--- config.mk ---
export PLATFORM = sky130hd
export DESIGN_NAME = ini_config_tokenizer_core
export DESIGN_NICKNAME = d
export VERILOG_FILES = /design/src/rtl/ict_pkg.sv /design/src/rtl/ict_queue.sv /design/src/rtl/ict_front.sv /design/src/rtl/ict_back.sv /design/src/rtl/ini_config_tokenizer_core.sv
export VERILOG_INCLUDE_DIRS = /design/src /design/src/rtl
export SDC_FILE = /design/constraint.sdc
export NUM_CORES = 1
export LEC_CHECK = 0
export BUFFER_PORTS_ARGS = -buffer_cell sky130_fd_sc_hd__buf_2
export CORE_ASPECT_RATIO = 1.25
export CORE_MARGIN = 2
export CORE_UTILIZATION = 60
export CTS_BUF_LIST = sky130_fd_sc_hd__clkbuf_16
export DETAILED_ROUTE_END_ITERATION = 6
export GPL_TIMING_DRIVEN = 0
export PLACE_DENSITY_LB_ADDON = 0.08
export SETUP_SLACK_MARGIN = 0.5
export SKIP_LAST_GASP = 1
export SLEW_MARGIN = 25
export SYNTH_ARGS = -nofsm -noshare
export SYNTH_HDL_FRONTEND = slang
export SYNTH_SLANG_ARGS = --single-unit
export TNS_END_PERCENT = 5
--- constraint.sdc ---
create_clock -name clock -period 3.49 [get_ports clock]
set_input_delay 0.5235 -clock clock [delete_from_list [all_inputs] [get_ports clock]]
set_output_delay 0.5235 -clock clock [all_outputs]
set_load 0.02 [all_outputs]
--- src/rtl/ini_config_tokenizer_core_defines.svh ---
// assertion macros for the ini config tokenizer
`ifndef INI_CONFIG_TOKENIZER_CORE_DEFINES_SVH
`define INI_CONFIG_TOKENIZER_CORE_DEFINES_SVH
`ifndef SYNTH
`define ICT_ASSERT(lbl, clk, rst, prop) \
lbl: assert property (@(posedge clk) disable iff (rst) prop) \
   else $error("ict assertion failed");
`define ICT_NEVER(lbl, clk, rst, expr) \
lbl: assert property (@(posedge clk) disable iff (rst) !(expr)) \
   else $error("ict forbidden condition");
`else
`define ICT_ASSERT(lbl, clk, rst, prop)
`define ICT_NEVER(lbl, clk, rst, expr)
`endif
`endif

--- src/rtl/ict_pkg.sv ---
// types, constants and byte classifier for the ini config tokenizer
`timescale 1ns / 1ps
package ict_pkg;

   localparam int LINE_BITS_DEF   = 16;
   localparam int COLUMN_BITS_DEF = 16;
   localparam int QUEUE_DEPTH     = 2;
   localparam int POS_OUT_W       = 16;

   localparam logic [7:0] CH_NEWLINE = 8'h0A;
   localparam logic [7:0] CH_TAB     = 8'h09;
   localparam logic [7:0] CH_VT      = 8'h0B;
   localparam logic [7:0] CH_FF      = 8'h0C;
   localparam logic [7:0] CH_CR      = 8'h0D;
   localparam logic [7:0] CH_SPACE   = 8'h20;
   localparam logic [7:0] CH_LOW_A   = 8'h61;
   localparam logic [7:0] CH_LOW_Z   = 8'h7A;
   localparam logic [7:0] CH_UP_A    = 8'h41;
   localparam logic [7:0] CH_UP_Z    = 8'h5A;
   localparam logic [7:0] CH_ZERO    = 8'h30;
   localparam logic [7:0] CH_NINE    = 8'h39;
   localparam logic [7:0] CH_DASH    = 8'h2D;
   localparam logic [7:0] CH_UNDER   = 8'h5F;
   localparam logic [7:0] CH_EQUALS  = 8'h3D;
   localparam logic [7:0] CH_QUOTE   = 8'h22;
   localparam logic [7:0] CH_OPEN    = 8'h5B;
   localparam logic [7:0] CH_CLOSE   = 8'h5D;
   localparam logic [7:0] CH_HASH    = 8'h23;
   localparam logic [7:0] CH_BSLASH  = 8'h5C;

   typedef enum logic [3:0] {
      K_SPACE, K_DIGIT, K_ALPHA, K_DASH, K_EQ, K_QUOTE, K_OPEN, K_CLOSE,
      K_HASH, K_BSLASH, K_EOL, K_OTHER
   } kind_type;

   typedef enum logic [3:0] {
      ST_EXPECT_NAME, ST_SECTION, ST_NAME, ST_COMMENT, ST_EXPECT_EQ,
      ST_EXPECT_VALUE, ST_VALUE, ST_QUOTED, ST_EXPECT_EOL
   } parse_state_type;

   typedef enum logic [2:0] {
      R_NONE, R_CLR_SEC, R_APP_SEC, R_START_NAME, R_APP_NAME, R_CLR_VAL,
      R_START_VAL, R_APP_VAL
   } role_type;

   typedef enum logic [2:0] {
      E_NAME, E_CLOSE, E_EQ, E_VALUE, E_EOL, E_QUOTE
   } err_type;

   typedef struct packed {
      logic       action;
      logic [7:0] byte_value;
      kind_type   kind;
   } item_type;

   typedef struct packed {
      role_type               text_role;
      logic [7:0]             text_char;
      logic                   commit_item;
      logic                   error_flag;
      err_type                error_kind;
      logic                   parser_halted;
      logic [POS_OUT_W-1:0]   line_number;
      logic [POS_OUT_W-1:0]   column_number;
   } rsp_type;

   function automatic kind_type classify(input logic [7:0] b);
      kind_type k;
      case (b) inside
         CH_NEWLINE:                            k = K_EOL;
         CH_SPACE, CH_TAB, CH_VT, CH_FF, CH_CR: k = K_SPACE;
         [CH_LOW_A:CH_LOW_Z], [CH_UP_A:CH_UP_Z]: k = K_ALPHA;
         [CH_ZERO:CH_NINE]:                     k = K_DIGIT;
         CH_DASH, CH_UNDER:                     k = K_DASH;
         CH_EQUALS:                             k = K_EQ;
         CH_QUOTE:                              k = K_QUOTE;
         CH_OPEN:                               k = K_OPEN;
         CH_CLOSE:                              k = K_CLOSE;
         CH_HASH:                               k = K_HASH;
         CH_BSLASH:                             k = K_BSLASH;
         default:                               k = K_OTHER;
      endcase
      return k;
   endfunction

endpackage

--- src/rtl/ict_queue.sv ---
// small register queue between pipeline parts
`timescale 1ns / 1ps
`include "ini_config_tokenizer_core_defines.svh"
module ict_queue #(
   parameter int WIDTH = 8,
   parameter int DEPTH = 2
) (
   input  logic             clock,
   input  logic             reset,
   input  logic             push,
   input  logic [WIDTH-1:0] wr_data,
   output logic             full,
   input  logic             pop,
   output logic [WIDTH-1:0] rd_data,
   output logic             empty
);
   localparam int PTR_BITS = (DEPTH > 1) ? $clog2(DEPTH) : 1;
   localparam int CNT_BITS = $clog2(DEPTH + 1);
   localparam logic [PTR_BITS-1:0] PTR_LAST = PTR_BITS'(DEPTH - 1);
   localparam logic [CNT_BITS-1:0] CNT_ONE  = CNT_BITS'(1);
   localparam logic [CNT_BITS-1:0] CNT_FULL = CNT_BITS'(DEPTH);

   logic [WIDTH-1:0]    mem_ff [DEPTH];
   logic [PTR_BITS-1:0] wr_ptr_ff, wr_ptr_in;
   logic [PTR_BITS-1:0] rd_ptr_ff, rd_ptr_in;
   logic [CNT_BITS-1:0] count_ff, count_in;
   logic                do_push, do_pop;

   assign full    = (count_ff == CNT_FULL);
   assign empty   = (count_ff == '0);
   assign do_push = push && !full;
   assign do_pop  = pop && !empty;
   assign rd_data = mem_ff[rd_ptr_ff];

   always_comb begin
      wr_ptr_in = wr_ptr_ff;
      rd_ptr_in = rd_ptr_ff;
      count_in  = count_ff;
      if (do_push) begin
         wr_ptr_in = (wr_ptr_ff == PTR_LAST) ? '0 : wr_ptr_ff + PTR_BITS'(1);
      end
      if (do_pop) begin
         rd_ptr_in = (rd_ptr_ff == PTR_LAST) ? '0 : rd_ptr_ff + PTR_BITS'(1);
      end
      if (do_push && !do_pop) begin
         count_in = count_ff + CNT_ONE;
      end else if (do_pop && !do_push) begin
         count_in = count_ff - CNT_ONE;
      end
   end

   always_ff @(posedge clock) begin
      if (reset) begin
         wr_ptr_ff <= '0;
         rd_ptr_ff <= '0;
         count_ff  <= '0;
      end else begin
         wr_ptr_ff <= wr_ptr_in;
         rd_ptr_ff <= rd_ptr_in;
         count_ff  <= count_in;
      end
   end

   always_ff @(posedge clock) begin
      if (do_push) begin
         mem_ff[wr_ptr_ff] <= wr_data;
      end
   end

   `ICT_NEVER(a_count_range, clock, reset, count_ff > CNT_FULL)
   `ICT_ASSERT(a_count_up, clock, reset, do_push && !do_pop |=> count_ff == $past(count_ff) + CNT_ONE)
   `ICT_ASSERT(a_count_down, clock, reset, do_pop && !do_push |=> count_ff == $past(count_ff) - CNT_ONE)

endmodule

--- src/rtl/ict_front.sv ---
// front part: takes raw bytes and classifies them
`timescale 1ns / 1ps
module ict_front (
   input  logic              clock,
   input  logic              reset,
   input  logic              push,
   output logic              full,
   input  logic              req_action,
   input  logic [7:0]        req_byte_value,
   output logic              item_valid,
   output ict_pkg::item_type item_data,
   input  logic              item_ready
);
   import ict_pkg::*;

   logic     valid_ff, valid_in;
   item_type item_ff;
   logic     load;

   assign full       = valid_ff && !item_ready;
   assign load       = push && !full;
   assign item_valid = valid_ff;
   assign item_data  = item_ff;

   always_comb begin
      valid_in = valid_ff;
      if (load) begin
         valid_in = 1'b1;
      end else if (item_ready) begin
         valid_in = 1'b0;
      end
   end

   always_ff @(posedge clock) begin
      if (reset) begin
         valid_ff <= 1'b0;
      end else begin
         valid_ff <= valid_in;
      end
   end

   always_ff @(posedge clock) begin
      if (load) begin
         item_ff.action     <= req_action;
         item_ff.byte_value <= req_byte_value;
         item_ff.kind       <= classify(req_byte_value);
      end
   end

endmodule

--- src/rtl/ict_back.sv ---
// back part: parse state machine, line and column counters
`timescale 1ns / 1ps
`include "ini_config_tokenizer_core_defines.svh"
module ict_back #(
   parameter int LINE_BITS   = ict_pkg::LINE_BITS_DEF,
   parameter int COLUMN_BITS = ict_pkg::COLUMN_BITS_DEF
) (
   input  logic              clock,
   input  logic              reset,
   input  logic              item_valid,
   input  ict_pkg::item_type item,
   output logic              take,
   input  logic              rsp_full,
   output ict_pkg::rsp_type  rsp
);
   import ict_pkg::*;

   localparam logic [LINE_BITS-1:0] LINE_ONE = LINE_BITS'(1);

   parse_state_type        state_ff, state_in;
   logic                   esc_ff, esc_in;
   logic                   halt_ff, halt_in;
   logic [LINE_BITS-1:0]   line_ff, line_in;
   logic [COLUMN_BITS-1:0] col_ff, col_in;
   logic [COLUMN_BITS-1:0] col_inc, col_view;
   logic                   name_like;
   role_type               role;
   logic                   commit, err;
   err_type                kind;

   assign take      = item_valid && !rsp_full;
   assign name_like = (item.kind == K_ALPHA) || (item.kind == K_DIGIT) ||
                      (item.kind == K_DASH);
   assign col_inc   = (col_ff != '1) ? col_ff + COLUMN_BITS'(1) : col_ff;

   always_comb begin
      state_in = state_ff;
      esc_in   = esc_ff;
      halt_in  = halt_ff;
      line_in  = line_ff;
      col_in   = col_ff;
      col_view = col_ff;
      role     = R_NONE;
      commit   = 1'b0;
      err      = 1'b0;
      kind     = E_NAME;
      if (item.action) begin
         if (!halt_ff) begin
            if (state_ff == ST_QUOTED) begin
               err  = 1'b1;
               kind = E_QUOTE;
            end else if (state_ff == ST_VALUE) begin
               commit = 1'b1;
            end
         end
         state_in = ST_EXPECT_NAME;
         esc_in   = 1'b0;
         halt_in  = 1'b0;
         line_in  = LINE_ONE;
         col_in   = '0;
      end else if (!halt_ff) begin
         col_view = col_inc;
         col_in   = col_inc;
         case (state_ff)
            ST_EXPECT_NAME: begin
               if (name_like) begin
                  state_in = ST_NAME;
                  role     = R_START_NAME;
               end else if (item.kind == K_OPEN) begin
                  state_in = ST_SECTION;
                  role     = R_CLR_SEC;
               end else if (item.kind == K_SPACE || item.kind == K_EOL) begin
                  state_in = ST_EXPECT_NAME;
               end else if (item.kind == K_HASH) begin
                  state_in = ST_COMMENT;
               end else begin
                  err  = 1'b1;
                  kind = E_NAME;
               end
            end
            ST_SECTION: begin
               if (item.kind == K_ALPHA || item.kind == K_DIGIT) begin
                  role = R_APP_SEC;
               end else if (item.kind == K_CLOSE) begin
                  state_in = ST_EXPECT_EOL;
               end else begin
                  err  = 1'b1;
                  kind = E_CLOSE;
               end
            end
            ST_NAME: begin
               if (name_like) begin
                  role = R_APP_NAME;
               end else if (item.kind == K_EQ) begin
                  state_in = ST_EXPECT_VALUE;
               end else if (item.kind == K_SPACE) begin
                  state_in = ST_EXPECT_EQ;
               end else begin
                  err  = 1'b1;
                  kind = E_EQ;
               end
            end
            ST_COMMENT: begin
               if (item.kind == K_EOL) begin
                  state_in = ST_EXPECT_NAME;
               end
            end
            ST_EXPECT_EQ: begin
               if (item.kind == K_EQ) begin
                  state_in = ST_EXPECT_VALUE;
               end else if (item.kind != K_SPACE) begin
                  err  = 1'b1;
                  kind = E_EQ;
               end
            end
            ST_EXPECT_VALUE: begin
               if (name_like) begin
                  state_in = ST_VALUE;
                  role     = R_START_VAL;
               end else if (item.kind == K_QUOTE) begin
                  state_in = ST_QUOTED;
                  role     = R_CLR_VAL;
               end else if (item.kind != K_SPACE) begin
                  err  = 1'b1;
                  kind = E_VALUE;
               end
            end
            ST_VALUE: begin
               if (item.kind == K_QUOTE) begin
                  err  = 1'b1;
                  kind = E_VALUE;
               end else if (item.kind == K_SPACE) begin
                  state_in = ST_EXPECT_EOL;
                  commit   = 1'b1;
               end else if (item.kind == K_EOL) begin
                  state_in = ST_EXPECT_NAME;
                  commit   = 1'b1;
               end else if (item.kind == K_HASH) begin
                  state_in = ST_COMMENT;
                  commit   = 1'b1;
               end else begin
                  role = R_APP_VAL;
               end
            end
            ST_QUOTED: begin
               if (esc_ff) begin
                  role   = R_APP_VAL;
                  esc_in = 1'b0;
               end else if (item.kind == K_QUOTE) begin
                  state_in = ST_EXPECT_EOL;
                  commit   = 1'b1;
               end else if (item.kind == K_BSLASH) begin
                  esc_in = 1'b1;
               end else begin
                  role = R_APP_VAL;
               end
            end
            ST_EXPECT_EOL: begin
               if (item.kind == K_HASH) begin
                  state_in = ST_COMMENT;
               end else if (item.kind == K_EOL) begin
                  state_in = ST_EXPECT_NAME;
               end else if (item.kind != K_SPACE) begin
                  err  = 1'b1;
                  kind = E_EOL;
               end
            end
            default: begin
               state_in = state_ff;
            end
         endcase
         if (err) begin
            halt_in = 1'b1;
         end else if (item.kind == K_EOL) begin
            line_in = (line_ff != '1) ? line_ff + LINE_ONE : line_ff;
            col_in  = '0;
         end
      end
   end

   always_comb begin
      rsp.text_role     = role;
      rsp.text_char     = (role != R_NONE && role != R_CLR_SEC && role != R_CLR_VAL) ?
                          item.byte_value : 8'h00;
      rsp.commit_item   = commit;
      rsp.error_flag    = err;
      rsp.error_kind    = kind;
      rsp.parser_halted = halt_ff;
      rsp.line_number   = POS_OUT_W'(line_ff);
      rsp.column_number = POS_OUT_W'(col_view);
   end

   always_ff @(posedge clock) begin
      if (reset) begin
         state_ff <= ST_EXPECT_NAME;
         esc_ff   <= 1'b0;
         halt_ff  <= 1'b0;
         line_ff  <= LINE_ONE;
         col_ff   <= '0;
      end else if (take) begin
         state_ff <= state_in;
         esc_ff   <= esc_in;
         halt_ff  <= halt_in;
         line_ff  <= line_in;
         col_ff   <= col_in;
      end
   end

   `ICT_ASSERT(a_err_quiet, clock, reset, take && rsp.error_flag |-> rsp.text_role == R_NONE && !rsp.commit_item && !halt_ff)
   `ICT_ASSERT(a_halt_frozen, clock, reset, take && halt_ff && !item.action |=> $stable(line_ff) && $stable(col_ff))
   `ICT_ASSERT(a_eos_clears, clock, reset, take && item.action |=> state_ff == ST_EXPECT_NAME && !halt_ff && line_ff == LINE_ONE)

endmodule

--- src/rtl/ini_config_tokenizer_core.sv ---
// top level of the ini config tokenizer
//
//   channel   handshake           payload
//   input     push / full         req_action, req_byte_value
//   result    pop / empty         rsp_text_role .. rsp_column_number
//
// one item per cycle sustained while results are popped; a taken item passes
// the front register, the middle queue and the result queue, in that order
// the parse state machine is combinational and handles a byte as it is taken
// synchronous reset, no clearing pass; full rises once front and mid queue fill
`timescale 1ns / 1ps
module ini_config_tokenizer_core #(
   parameter int LINE_BITS   = ict_pkg::LINE_BITS_DEF,
   parameter int COLUMN_BITS = ict_pkg::COLUMN_BITS_DEF
) (
   input  logic        clock,
   input  logic        reset,
   input  logic        push,
   output logic        full,
   input  logic        req_action,
   input  logic [7:0]  req_byte_value,
   output logic        empty,
   input  logic        pop,
   output logic [2:0]  rsp_text_role,
   output logic [7:0]  rsp_text_char,
   output logic        rsp_commit_item,
   output logic        rsp_error_flag,
   output logic [2:0]  rsp_error_kind,
   output logic        rsp_parser_halted,
   output logic [15:0] rsp_line_number,
   output logic [15:0] rsp_column_number
);
   import ict_pkg::*;

   logic     front_valid, mid_full, mid_empty, take, out_full;
   item_type front_item, mid_item;
   rsp_type  back_rsp, out_rsp;

   ict_front u_front (
      .clock          (clock),
      .reset          (reset),
      .push           (push),
      .full           (full),
      .req_action     (req_action),
      .req_byte_value (req_byte_value),
      .item_valid     (front_valid),
      .item_data      (front_item),
      .item_ready     (!mid_full)
   );

   ict_queue #(
      .WIDTH ($bits(item_type)),
      .DEPTH (QUEUE_DEPTH)
   ) u_mid_queue (
      .clock   (clock),
      .reset   (reset),
      .push    (front_valid),
      .wr_data (front_item),
      .full    (mid_full),
      .pop     (take),
      .rd_data (mid_item),
      .empty   (mid_empty)
   );

   ict_back #(
      .LINE_BITS   (LINE_BITS),
      .COLUMN_BITS (COLUMN_BITS)
   ) u_back (
      .clock      (clock),
      .reset      (reset),
      .item_valid (!mid_empty),
      .item       (mid_item),
      .take       (take),
      .rsp_full   (out_full),
      .rsp        (back_rsp)
   );

   ict_queue #(
      .WIDTH ($bits(rsp_type)),
      .DEPTH (QUEUE_DEPTH)
   ) u_rsp_queue (
      .clock   (clock),
      .reset   (reset),
      .push    (take),
      .wr_data (back_rsp),
      .full    (out_full),
      .pop     (pop),
      .rd_data (out_rsp),
      .empty   (empty)
   );

   assign rsp_text_role     = out_rsp.text_role;
   assign rsp_text_char     = out_rsp.text_char;
   assign rsp_commit_item   = out_rsp.commit_item;
   assign rsp_error_flag    = out_rsp.error_flag;
   assign rsp_error_kind    = out_rsp.error_kind;
   assign rsp_parser_halted = out_rsp.parser_halted;
   assign rsp_line_number   = out_rsp.line_number;
   assign rsp_column_number = out_rsp.column_number;

endmodule

==> impl_metrics.json, run 1 <==
{
  "tightest_slew_ns": 0.8157,
  "worst-path-buf-inv": 3,
  "multi_input_area_um2": 3612,
  "syn_nets": 785,
  "yosysTopAreaCellShare": 0.4621,
  "synthToLayoutAreaGrowth_pct": 14.02,
  "diodes": 0,
  "drtAntennaViolNets": 0,
  "regArea_um2": 5095,
  "fillers": 1060,
  "io_pins": 64,
  "cts_buffer_depth": 2,
  "powerDensity_nw_per_um2": 752.7,
  "arrival_ns": 3.00,
  "netlist_area_um2": 8904,
  "grt_pass1_wl_um": 31120,
  "slew_viol_final": 0,
  "ir_worst_vdd_v": 0.0004523,
  "critPathMaxFanout": 10,
  "yosysWarnings": 0,
  "yosysUniqueCellTypes": 83,
  "rsz0062_at_grt": "false",
  "synthFlopType": "edfxtp_1",
  "hp-class": "in2reg",
  "grt_antenna_before_repair": 0,
  "dieArea_um2": 15840,
  "fp.dieH_um": 140.2,
  "final_cells": 1043,
  "cts_tree": "built",
  "post-route-min-period_ns": 2.814,
  "fin_crit_sh": 0.8063,
  "final_common_cell": "edfxtp_1",
  "fin_nets": 869,
  "gp_congestion": 0.8945,
  "ys_seq_area_frac": 0.5722,
  "syn_inst": 768,
  "route.detailed.drc": 4,
  "cap_violations": 0,
  "rows": 49,
  "postSynthAreaPerCell_um2": 11.59,
  "cts_max_level": 4,
  "cts-root-buf": "clkbuf_16",
  "viasPerCell": 6.148,
  "synth_edf_count": 137,
  "grt_util_all_layers": 0.2486,
  "async_reset_ff_frac": 0,
  "slowest_stage": "a211oi_2",
  "synth_top_family_by_area": "simple AND/OR/NAND/NOR gates",
  "synth_top_area_cell": "edfxtp_1",
  "clk_pin_slew_worst_paths_ns": 0.07,
  "cts_sinks": 186,
  "p_leak_uw": 0.003593,
  "final_layout_size_suffix_gt1_frac": 0.2266,
  "maxSlewHeadroom": 0.4406,
  "ys_ff_latch": 186,
  "design_area_um2": 10150,
  "cp_slowest_stage_delay_ns": 0.40,
  "dr.pass1.iters": 7,
  "synth_mux_area_frac": 0.08305,
  "synth_fa_ha_area_frac": 0.005621,
  "finalWirelength_um": 19250,
  "hpwl_um": 13640,
  "initial_core_util": 0.6154,
  "dpl_cell_area_um2": 9502,
  "grt_max_degree": 50,
  "required_ns": 3.67,
  "dieWidth_um": 113.0,
  "hold_buffers": 0,
  "grt_pass1_vias": 6208,
  "crit_family": "compound AO/OA/AOI/OAI gates",
  "clock.fmax_mhz": 355.4,
  "setup_viol": 0,
  "hold_viol": 0,
  "final_cell_mix": "edfxtp_1, nor2_1, buf_2",
  "finalSetupTns_ns": 0,
  "violations": "DRC",
  "dr_total_vias": 6412,
  "crit_type": "reg2reg",
  "cp_common_cell": "buf_6",
  "finClkSkew_ns": 0.01054,
  "end_kind": "flop",
  "cts_buffers": 17,
  "port_buffers": 62,
  "coreArea_um2": 14470,
  "status": "finished with violations",
  "path_cells": "buf_6 > buf_6 > nor2b_1 > a21boi_1 > or2_2 > a211oi_2 > nor4b_2 > o41ai_4 > buf_4 > nor2_1",
  "yosys.area_share.simple": 0.1769,
  "synth_xor_area_frac": 0.02853,
  "synth_area_leaders": "edfxtp_1, dfxtp_1, mux2_2, nor2_1, a21oi_1",
  "dp_cells": 1010,
  "overflow": 0,
  "drt-initial-drc-count": 418,
  "synth-compound-area-share": 0.1096,
  "wl_per_cell_um": 18.46,
  "clk_latency_ns": 0.44,
  "start_kind": "flop"
}
[cells by family after synthesis]
group,count (synthesis)
xor gates and xnor gates,29
DFF,186
muxes,66
adders and majority gates,4
buffers and inverters,48
AOI/OAI and AO/OA,148
and+or+nand+nor,287
[metal layers]
layer | GRT usage | up-vias | part of all wire
met5 | 0 | - | 0
met4 | 0.08216 | 0 | 0.022
met3 | 0.04890 | 37 | 0.049
met2 | 0.4499 | 230 | 0.54
met1 | 0.2966 | 3091 | 0.39
li1 | - | 3054 | -
[path summary, 6_finish.rpt]
kind                             start                         to  slack [ns]  cells past startpoint
setup / recovery                  flop  u_rsp_queue.mem_ff[1][45]        0.68                     10
hold / removal              req_action      u_front.item_data[12]        0.27                      1
setup reg to reg                  flop  u_rsp_queue.mem_ff[1][45]        0.68                     10
hold reg to reg   u_front.item_data[5]   u_mid_queue.mem_ff[1][5]        0.45                      0
[power breakdown]
| part | internal, uW | total (uW) | switching (uW) |
|---|---|---|---|
| clock | 1160 | 2040 | 883 |
| sequential | 2910 | 3070 | 162 |
| combinational | 936 | 2530 | 1590 |
| total | 5010 | 7640 | 2630 |
[final cells by class]
class,instances,share of cell area
Multi-Input combinational cell,534,0.3558
Sequential cell,186,0.5019
Timing Repair Buffer,65,0.03673
Tap cell,178,0.02194
Buffer,32,0.01528
Clock inverter,15,0.02058
Inverter,16,0.005916
Clock buffer,17,0.04190
[metrics by stage]
step                total power [uW]  utilization  hold WS, ns  setup slack (ns)
floorplan                       4820            -       0.4215             1.152
finish                          7641       0.7017       0.2735            0.6759
global placement                5498       0.6524       0.4247            0.4220
CTS                             7670       0.7006       0.2571            0.4540
global route                    7961       0.7017       0.2627            0.5063
detailed placement              5642       0.6567       0.4327            0.4658
[registers in the layout, summed over array words and instances (netlist names), named ones only]
signal	cells
u_mid_queue.wr_ptr_ff	1
u_back.esc_ff	1
u_mid_queue.count_ff	2
u_rsp_queue.wr_ptr_ff	1
u_back.halt_ff	1
u_back.state_ff	4
u_rsp_queue.mem_ff	98
u_rsp_queue.count_ff	2
u_front.item_valid	1
u_rsp_queue.rd_ptr_ff	1
u_back.col_ff	16
u_back.line_ff	16
u_mid_queue.rd_ptr_ff	1
u_mid_queue.mem_ff	26
u_front.item_data	13
[synth_stat cells, types with 8 or more instances]
cell type / number
xnor2_1: 12
o21ai_0: 35
inv_1: 14
xor2_1: 17
nand2_1: 54
nor3_1: 18
dfxtp_1: 49
a21oi_1: 48
or3_1: 19
mux2_2: 53
buf_1: 8
nand3_1: 37
edfxtp_1: 137
clkbuf_1: 16
a31oi_1: 9
mux2i_1: 12
and3_1: 10
nand2b_1: 8
nor2_1: 74
[repair_timing]
action | CTS | global route
resized for setup | 1 | 2
setup buffers | 0 | 1
endpoints found under the hold margin | 0 | 0
endpoints found under the setup margin | 26 | 22
pin swaps | 0 | 1
cloned | 0 | 0
(Power assumes the default switching activity.)
==> run 2: changes to the inputs <==
ABC_AREA = 1   (was not set)
CORE_UTILIZATION = 61   (was 60)
clock period = 2.9 ns   (was 3.49 ns; I/O delays follow)
==> run 2 against run 1 <==
The run now ends clean. Clock skew shrank 0.0029 ns. Combinational power grew 77%. Critical path type is now reg2out. Utilization grew 1.5 points. Design area grew 1.7%. Synthesized area grew 1.5%. Non-clock buffer count shrank 6. Wire length shrank 0.72%. Via count grew 2.3%. Cell count grew 12%.
==> impl_metrics.json, run 2 <==
{
  "yosysUniqueCellTypes": 48,
  "synthFlopType": "edfxtp_1",
  "clk_pin_slew_worst_paths_ns": 0.07,
  "clock.fmax_mhz": 425.3,
  "hold_viol": 0,
  "yosysWarnings": 0,
  "async_reset_ff_frac": 0,
  "clk_latency_ns": 0.43,
  "synth_common_cells": "nand2_1, edfxtp_1, nor2_1, inv_1",
  "setup_viol": 0,
  "syn_nets": 911,
  "fin_nets": 997,
  "diodes": 0,
  "design_area_um2": 10320,
  "grt_max_degree": 26,
  "grt_util_all_layers": 0.2483,
  "cap_violations": 0,
  "rsz0062_at_grt": "true",
  "arrival_ns": 1.92,
  "yosysMostFrequentCell": "nand2_1",
  "final_layout_size_suffix_gt1_frac": 0.2477,
  "port_buffers": 63,
  "hp-class": "in2reg",
  "met2WireLength_um": 10050,
  "p_seq_frac": 0.371,
  "io_pins": 64,
  "overflow": 0,
  "wl_met1_um": 7826,
  "rr_startpoint": "u_back.line_ff[0]",
  "hpwl_um": 13930,
  "slew_viol_final": 0,
  "coreArea_um2": 14410,
  "hold_buffers": 0,
  "fp.dieH_um": 140.1,
  "cts_sinks": 186,
  "finalWirelength_um": 19120,
  "final_common_cell": "nand2_1",
  "dieArea_um2": 15800,
  "status": "complete, no violations",
  "grt_antenna_before_repair": 0,
  "post-route-min-period_ns": 2.351,
  "wl_per_cell_um": 16.32,
  "cts-root-buf": "clkbuf_16",
  "switchingPower_uw": 4288,
  "synth_area_leaders": "edfxtp_1, dfxtp_1, nand2_1, mux2_2, nor2_1",
  "layout_setup_ws_ns": 0.5486,
  "netlist_area_um2": 9034,
  "switching_share": 0.4006,
  "dr.pass1.iters": 6,
  "top_layer": "met4",
  "fillers": 1037,
  "top_regs": "u_rsp_queue.mem_ff x98, u_mid_queue.mem_ff x26",
  "synth_edf_count": 137,
  "postSynthAreaPerCell_um2": 10.10,
  "final_cell_mix": "nand2_1, edfxtp_1, nor2_1",
  "fin_crit_sh": 0.8108,
  "ir_worst_vdd_v": 0.0006981,
  "pwr-share-comb": 0.418,
  "gp_congestion": 0.9391,
  "largest_register_ffs": 98,
  "dpl_cell_area_um2": 9702,
  "wl_met3_um": 847,
  "tightest_slew_ns": 0.7407,
  "synth_top_area_cell": "edfxtp_1",
  "initial_core_util": 0.6270,
  "syn_inst": 894,
  "critPathMaxFanout": 10,
  "top_register": "u_rsp_queue.mem_ff",
  "drt-initial-drc-count": 464,
  "cts_max_level": 4,
  "required_ns": 2.47,
  "intPower_uw": 6416,
  "finClkSkew_ns": 0.007599,
  "ys_seq_area_frac": 0.5640,
  "dp_worst_setup_slack_ns": 0.4332,
  "route.detailed.drc": 0,
  "maxSlewHeadroom": 0.5057,
  "drtAntennaViolNets": 0,
  "synthToLayoutAreaGrowth_pct": 14.24,
  "end_kind": "output pin",
  "viasPerCell": 5.599,
  "yosysTopAreaCellShare": 0.4554,
  "start_kind": "flop",
  "ys_ff_latch": 186,
  "rows": 49,
  "crit_type": "reg2out",
  "post-cts-setup-buffer-count": 0,
  "dieWidth_um": 112.8,
  "dp_cells": 1139,
  "grt_pass1_vias": 6387,
  "dr_total_vias": 6557,
  "cts_tree": "built",
  "pwr-share-clk": 0.211,
  "cts_buffer_depth": 2,
  "final_cells": 1171,
  "powerDensity_nw_per_um2": 1037,
  "cts_buffers": 17,
  "grt_pass1_wl_um": 31140,
  "worstHoldStart": "req_action",
  "p_leak_uw": 0.003889
}
-- run 2: worst paths after layout --
kind              depth (start not counted)  slack, ns                        to
setup reg to reg                         10       0.62        u_back.line_ff[11]
hold / removal                            1       0.17     u_front.item_data[12]
setup / recovery                          3       0.55       rsp_line_number[14]
hold reg to reg                           0       0.45  u_mid_queue.mem_ff[1][2]
-- run 2: kinds of logic after synthesis --
kind of cell	count (synthesis)	share of synthesized area
simple gates	395	0.2089
flops	186	0.5640
fa+ha+maj	4	0.005540
xor+xnor	22	0.02133
mux	57	0.06995
compound gates	119	0.07742
buf+inv	111	0.05291
-- run 2: critical path, stage by stage (launching register included) --
cell,delay (ns)
dfxtp_1,0.40
clkbuf_1,0.50
mux2_2,0.42
buf_2,0.16
-- run 2: cell type report --
cell class / instances / area (um2) / area share
Clock buffer: 17 / 425.4 / 0.04122
Multi-Input combinational cell: 597 / 3507 / 0.3398
Timing Repair Buffer: 67 / 425.4 / 0.04122
Sequential cell: 186 / 5096 / 0.4938
Buffer: 24 / 148.9 / 0.01443
Tap cell: 178 / 222.7 / 0.02158
Clock inverter: 15 / 160.2 / 0.01552
Inverter: 87 / 334.1 / 0.03237
-- run 2: timing repair --
| action | CTS | global route |
|---|---|---|
| resized for setup | 3 | 7 |
| endpoints found under the setup margin | 31 | 56 |
| gates cloned | 0 | 0 |
-- run 2: metrics by stage --
stage / setup TNS (ns) / hold slack [ns] / util / total power, uW
floorplan: -7.526 / 0.4215 / - / 7097
global placement: -62.31 / 0.4226 / 0.6645 / 8097
CTS: 0 / 0.1700 / 0.7144 / 10720
detailed placement: 0 / 0.4313 / 0.6734 / 8463
finish: 0 / 0.1747 / 0.7163 / 10700
global route: 0 / 0.1690 / 0.7163 / 11290
-- run 2: power by group through the flow --
stage          registers [uW]  logic [uW]  clock network (uW)
2_1_floorplan            3950        3140                   0
3_3_place_gp             3990        4110                   0
3_5_place_dp             4020        4440                   0
4_1_cts                  3970        4470                2280
5_1_grt                  4030        4870                2380
6_report                 3970        4470                2260
-- run 2: per-layer routing --
metal	vias to the layer above	GRT usage
met5	-	0
met2	183	0.4419
li1	3239	-
met1	3103	0.3033
met4	0	0.09243
met3	32	0.03981
==> run 3: changes to the inputs <==
clock period = 2.4 ns   (was 2.9 ns; I/O delays follow)
==> run 3 against run 2 <==
Critical path depth rose by 12. Wire length rose by 8.7%. Sequential power rose by 22%. Sequential share of layout area fell by 3.4 points. Global-route usage rose by 1.1 points. Count of clock-buffer cells in the layout did not move. Cell count rose by 3.6%. Register-to-register slack got worse by 0.38 ns. Hold slack got worse by 0.078 ns. Critical path type is now reg2reg. Die area did not move.
==> impl_metrics.json, run 3 (same netlist as run 2, synthesis figures left out) <==
{
  "tightest_slew_ns": 0.7742,
  "final_common_cell": "nand2_1",
  "dieArea_um2": 15800,
  "slew_viol_final": 0,
  "final_layout_size_suffix_gt1_frac": 0.3295,
  "powerDensity_nw_per_um2": 1258,
  "clk_latency_ns": 0.44,
  "hold_viol": 0,
  "end_kind": "flop",
  "setup_viol": 0,
  "fp.dieH_um": 140.1,
  "required_ns": 2.58,
  "total_power_uw": 14000,
  "coreArea_um2": 14410,
  "finalWirelength_um": 20780,
  "hp-class": "in2reg",
  "status": "complete, no violations",
  "post-route-min-period_ns": 2.163,
  "drt-initial-drc-count": 534,
  "cts_buffer_depth": 2,
  "hpwl_um": 13870,
  "rsz0062_at_grt": "true",
  "dieWidth_um": 112.8,
  "io_pins": 64,
  "worst-path-buf-inv": 5,
  "grt_antenna_before_repair": 0,
  "top_regs": "u_rsp_queue.mem_ff x98, u_mid_queue.mem_ff x26",
  "initial_core_util": 0.6270,
  "grt_util_all_layers": 0.2597,
  "fin_crit_sh": 0.9012,
  "maxSlewHeadroom": 0.4839,
  "rows": 49,
  "cts_buffers": 17,
  "crit_type": "reg2reg",
  "utilization": 0.7726,
  "overflow": 0,
  "cp_slowest_stage_delay_ns": 0.37,
  "ir_worst_vdd_v": 0.0007964,
  "cts_max_level": 4,
  "p_leak_uw": 0.004330,
  "arrival_ns": 2.34,
  "cap_violations": 0,
  "wl_per_cell_um": 17.13,
  "finClkSkew_ns": 0.01073,
  "dr_total_vias": 6913,
  "start_kind": "flop",
  "slowest_stage": "dfxtp_4",
  "synthToLayoutAreaGrowth_pct": 23.21,
  "crit_family": "simple AND/OR/NAND/NOR gates",
  "diodes": 0,
  "largest_register_ffs": 98,
  "dr.pass1.iters": 6,
  "cts_tree": "built",
  "top_register": "u_rsp_queue.mem_ff",
  "critPathMaxFanout": 6,
  "drtAntennaViolNets": 0,
  "fin_nets": 1040,
  "clock.fmax_mhz": 462.4,
  "cts_sinks": 186,
  "grt_max_degree": 25,
  "port_buffers": 63,
  "path_cells": "buf_8 > inv_8 > nand2_4 > nand2_4 > nor2_4 > buf_6 > nor2_2 > nand2_2 > nand2_2 > nor2_4 > nand3_4 > buf_4 > buf_4 > nand2_1 > nand2_1",
  "viasPerCell": 5.699,
  "hold_buffers": 0,
  "clk_pin_slew_worst_paths_ns": 0.07,
  "gp_congestion": 0.9664,
  "final_cell_mix": "nand2_1, edfxtp_1, nor2_1",
  "grt_pass1_vias": 6833,
  "grt_pass1_wl_um": 32420,
  "cts-root-buf": "clkbuf_16",
  "route.detailed.drc": 0
}
==> run 3: area by class of cell <==
| type | count | area (um2) |
|---|---|---|
| Buffer | 24 | 188.9 |
| Clock buffer | 17 | 425.4 |
| Clock inverter | 14 | 166.4 |
| Fill cell | 921 | 3277 |
| Inverter | 87 | 335.3 |
| Multi-Input combinational cell | 597 | 3817 |
| Sequential cell | 186 | 5121 |
| Tap cell | 178 | 222.7 |
| Timing Repair Buffer | 109 | 847.1 |
| Timing Repair inverter | 1 | 6.256 |
==> run 3: layer usage <==
layer | routed length [um] | share of wire | vias up | track usage
met5 | 0 | 0 | - | 0
met4 | 563 | 0.027 | 0 | 0.1001
met3 | 1280 | 0.062 | 47 | 0.05149
met2 | 10920 | 0.53 | 270 | 0.4664
met1 | 8012 | 0.39 | 3267 | 0.3053
li1 | - | - | 3329 | -
==> run 3: path summary, 6_finish.rpt <==
check / from / endpoint / slack [ns] / cells past startpoint
max: flop / u_rsp_queue.mem_ff[1][36] / 0.24 / 15
max reg2reg: flop / u_rsp_queue.mem_ff[1][36] / 0.24 / 15
min: req_action / u_front.item_data[12] / 0.1 / 1
min reg2reg: u_front.item_data[2] / u_mid_queue.mem_ff[0][2] / 0.45 / 0
==> run 3: metrics by stage <==
stage / TNS (ns) / cell area [um2] / std cells / setup WS [ns] / hold slack [ns]
2_1_floorplan: 0 / 9044 / 894 / 0.1480 / 0.4215
6_report: 0 / 11130 / 1213 / 0.2372 / 0.09706
3_5_place_dp: -0.3406 / 9702 / 1139 / -0.04086 / 0.4398
5_1_grt: 0 / 11130 / 1213 / 0.1568 / 0.1009
3_3_place_gp: -24.43 / 9582 / 1135 / -0.5012 / 0.4227
4_1_cts: 0 / 10770 / 1194 / 0.2824 / 0.09408
==> run 3: repair_timing <==
action,4_1_cts,5_1_grt
buffers inserted,19,19
pin swaps,18,28
setup endpoints to repair,148,177
gates cloned,5,0
gates resized for setup,71,58
==> run 3: power by group <==
group / switching (uW) / total [uW] / internal [uW]
clock network: 1240 / 2800 / 1560
registers: 369 / 4850 / 4480
logic: 3940 / 6350 / 2410
total: 5560 / 14000 / 8440
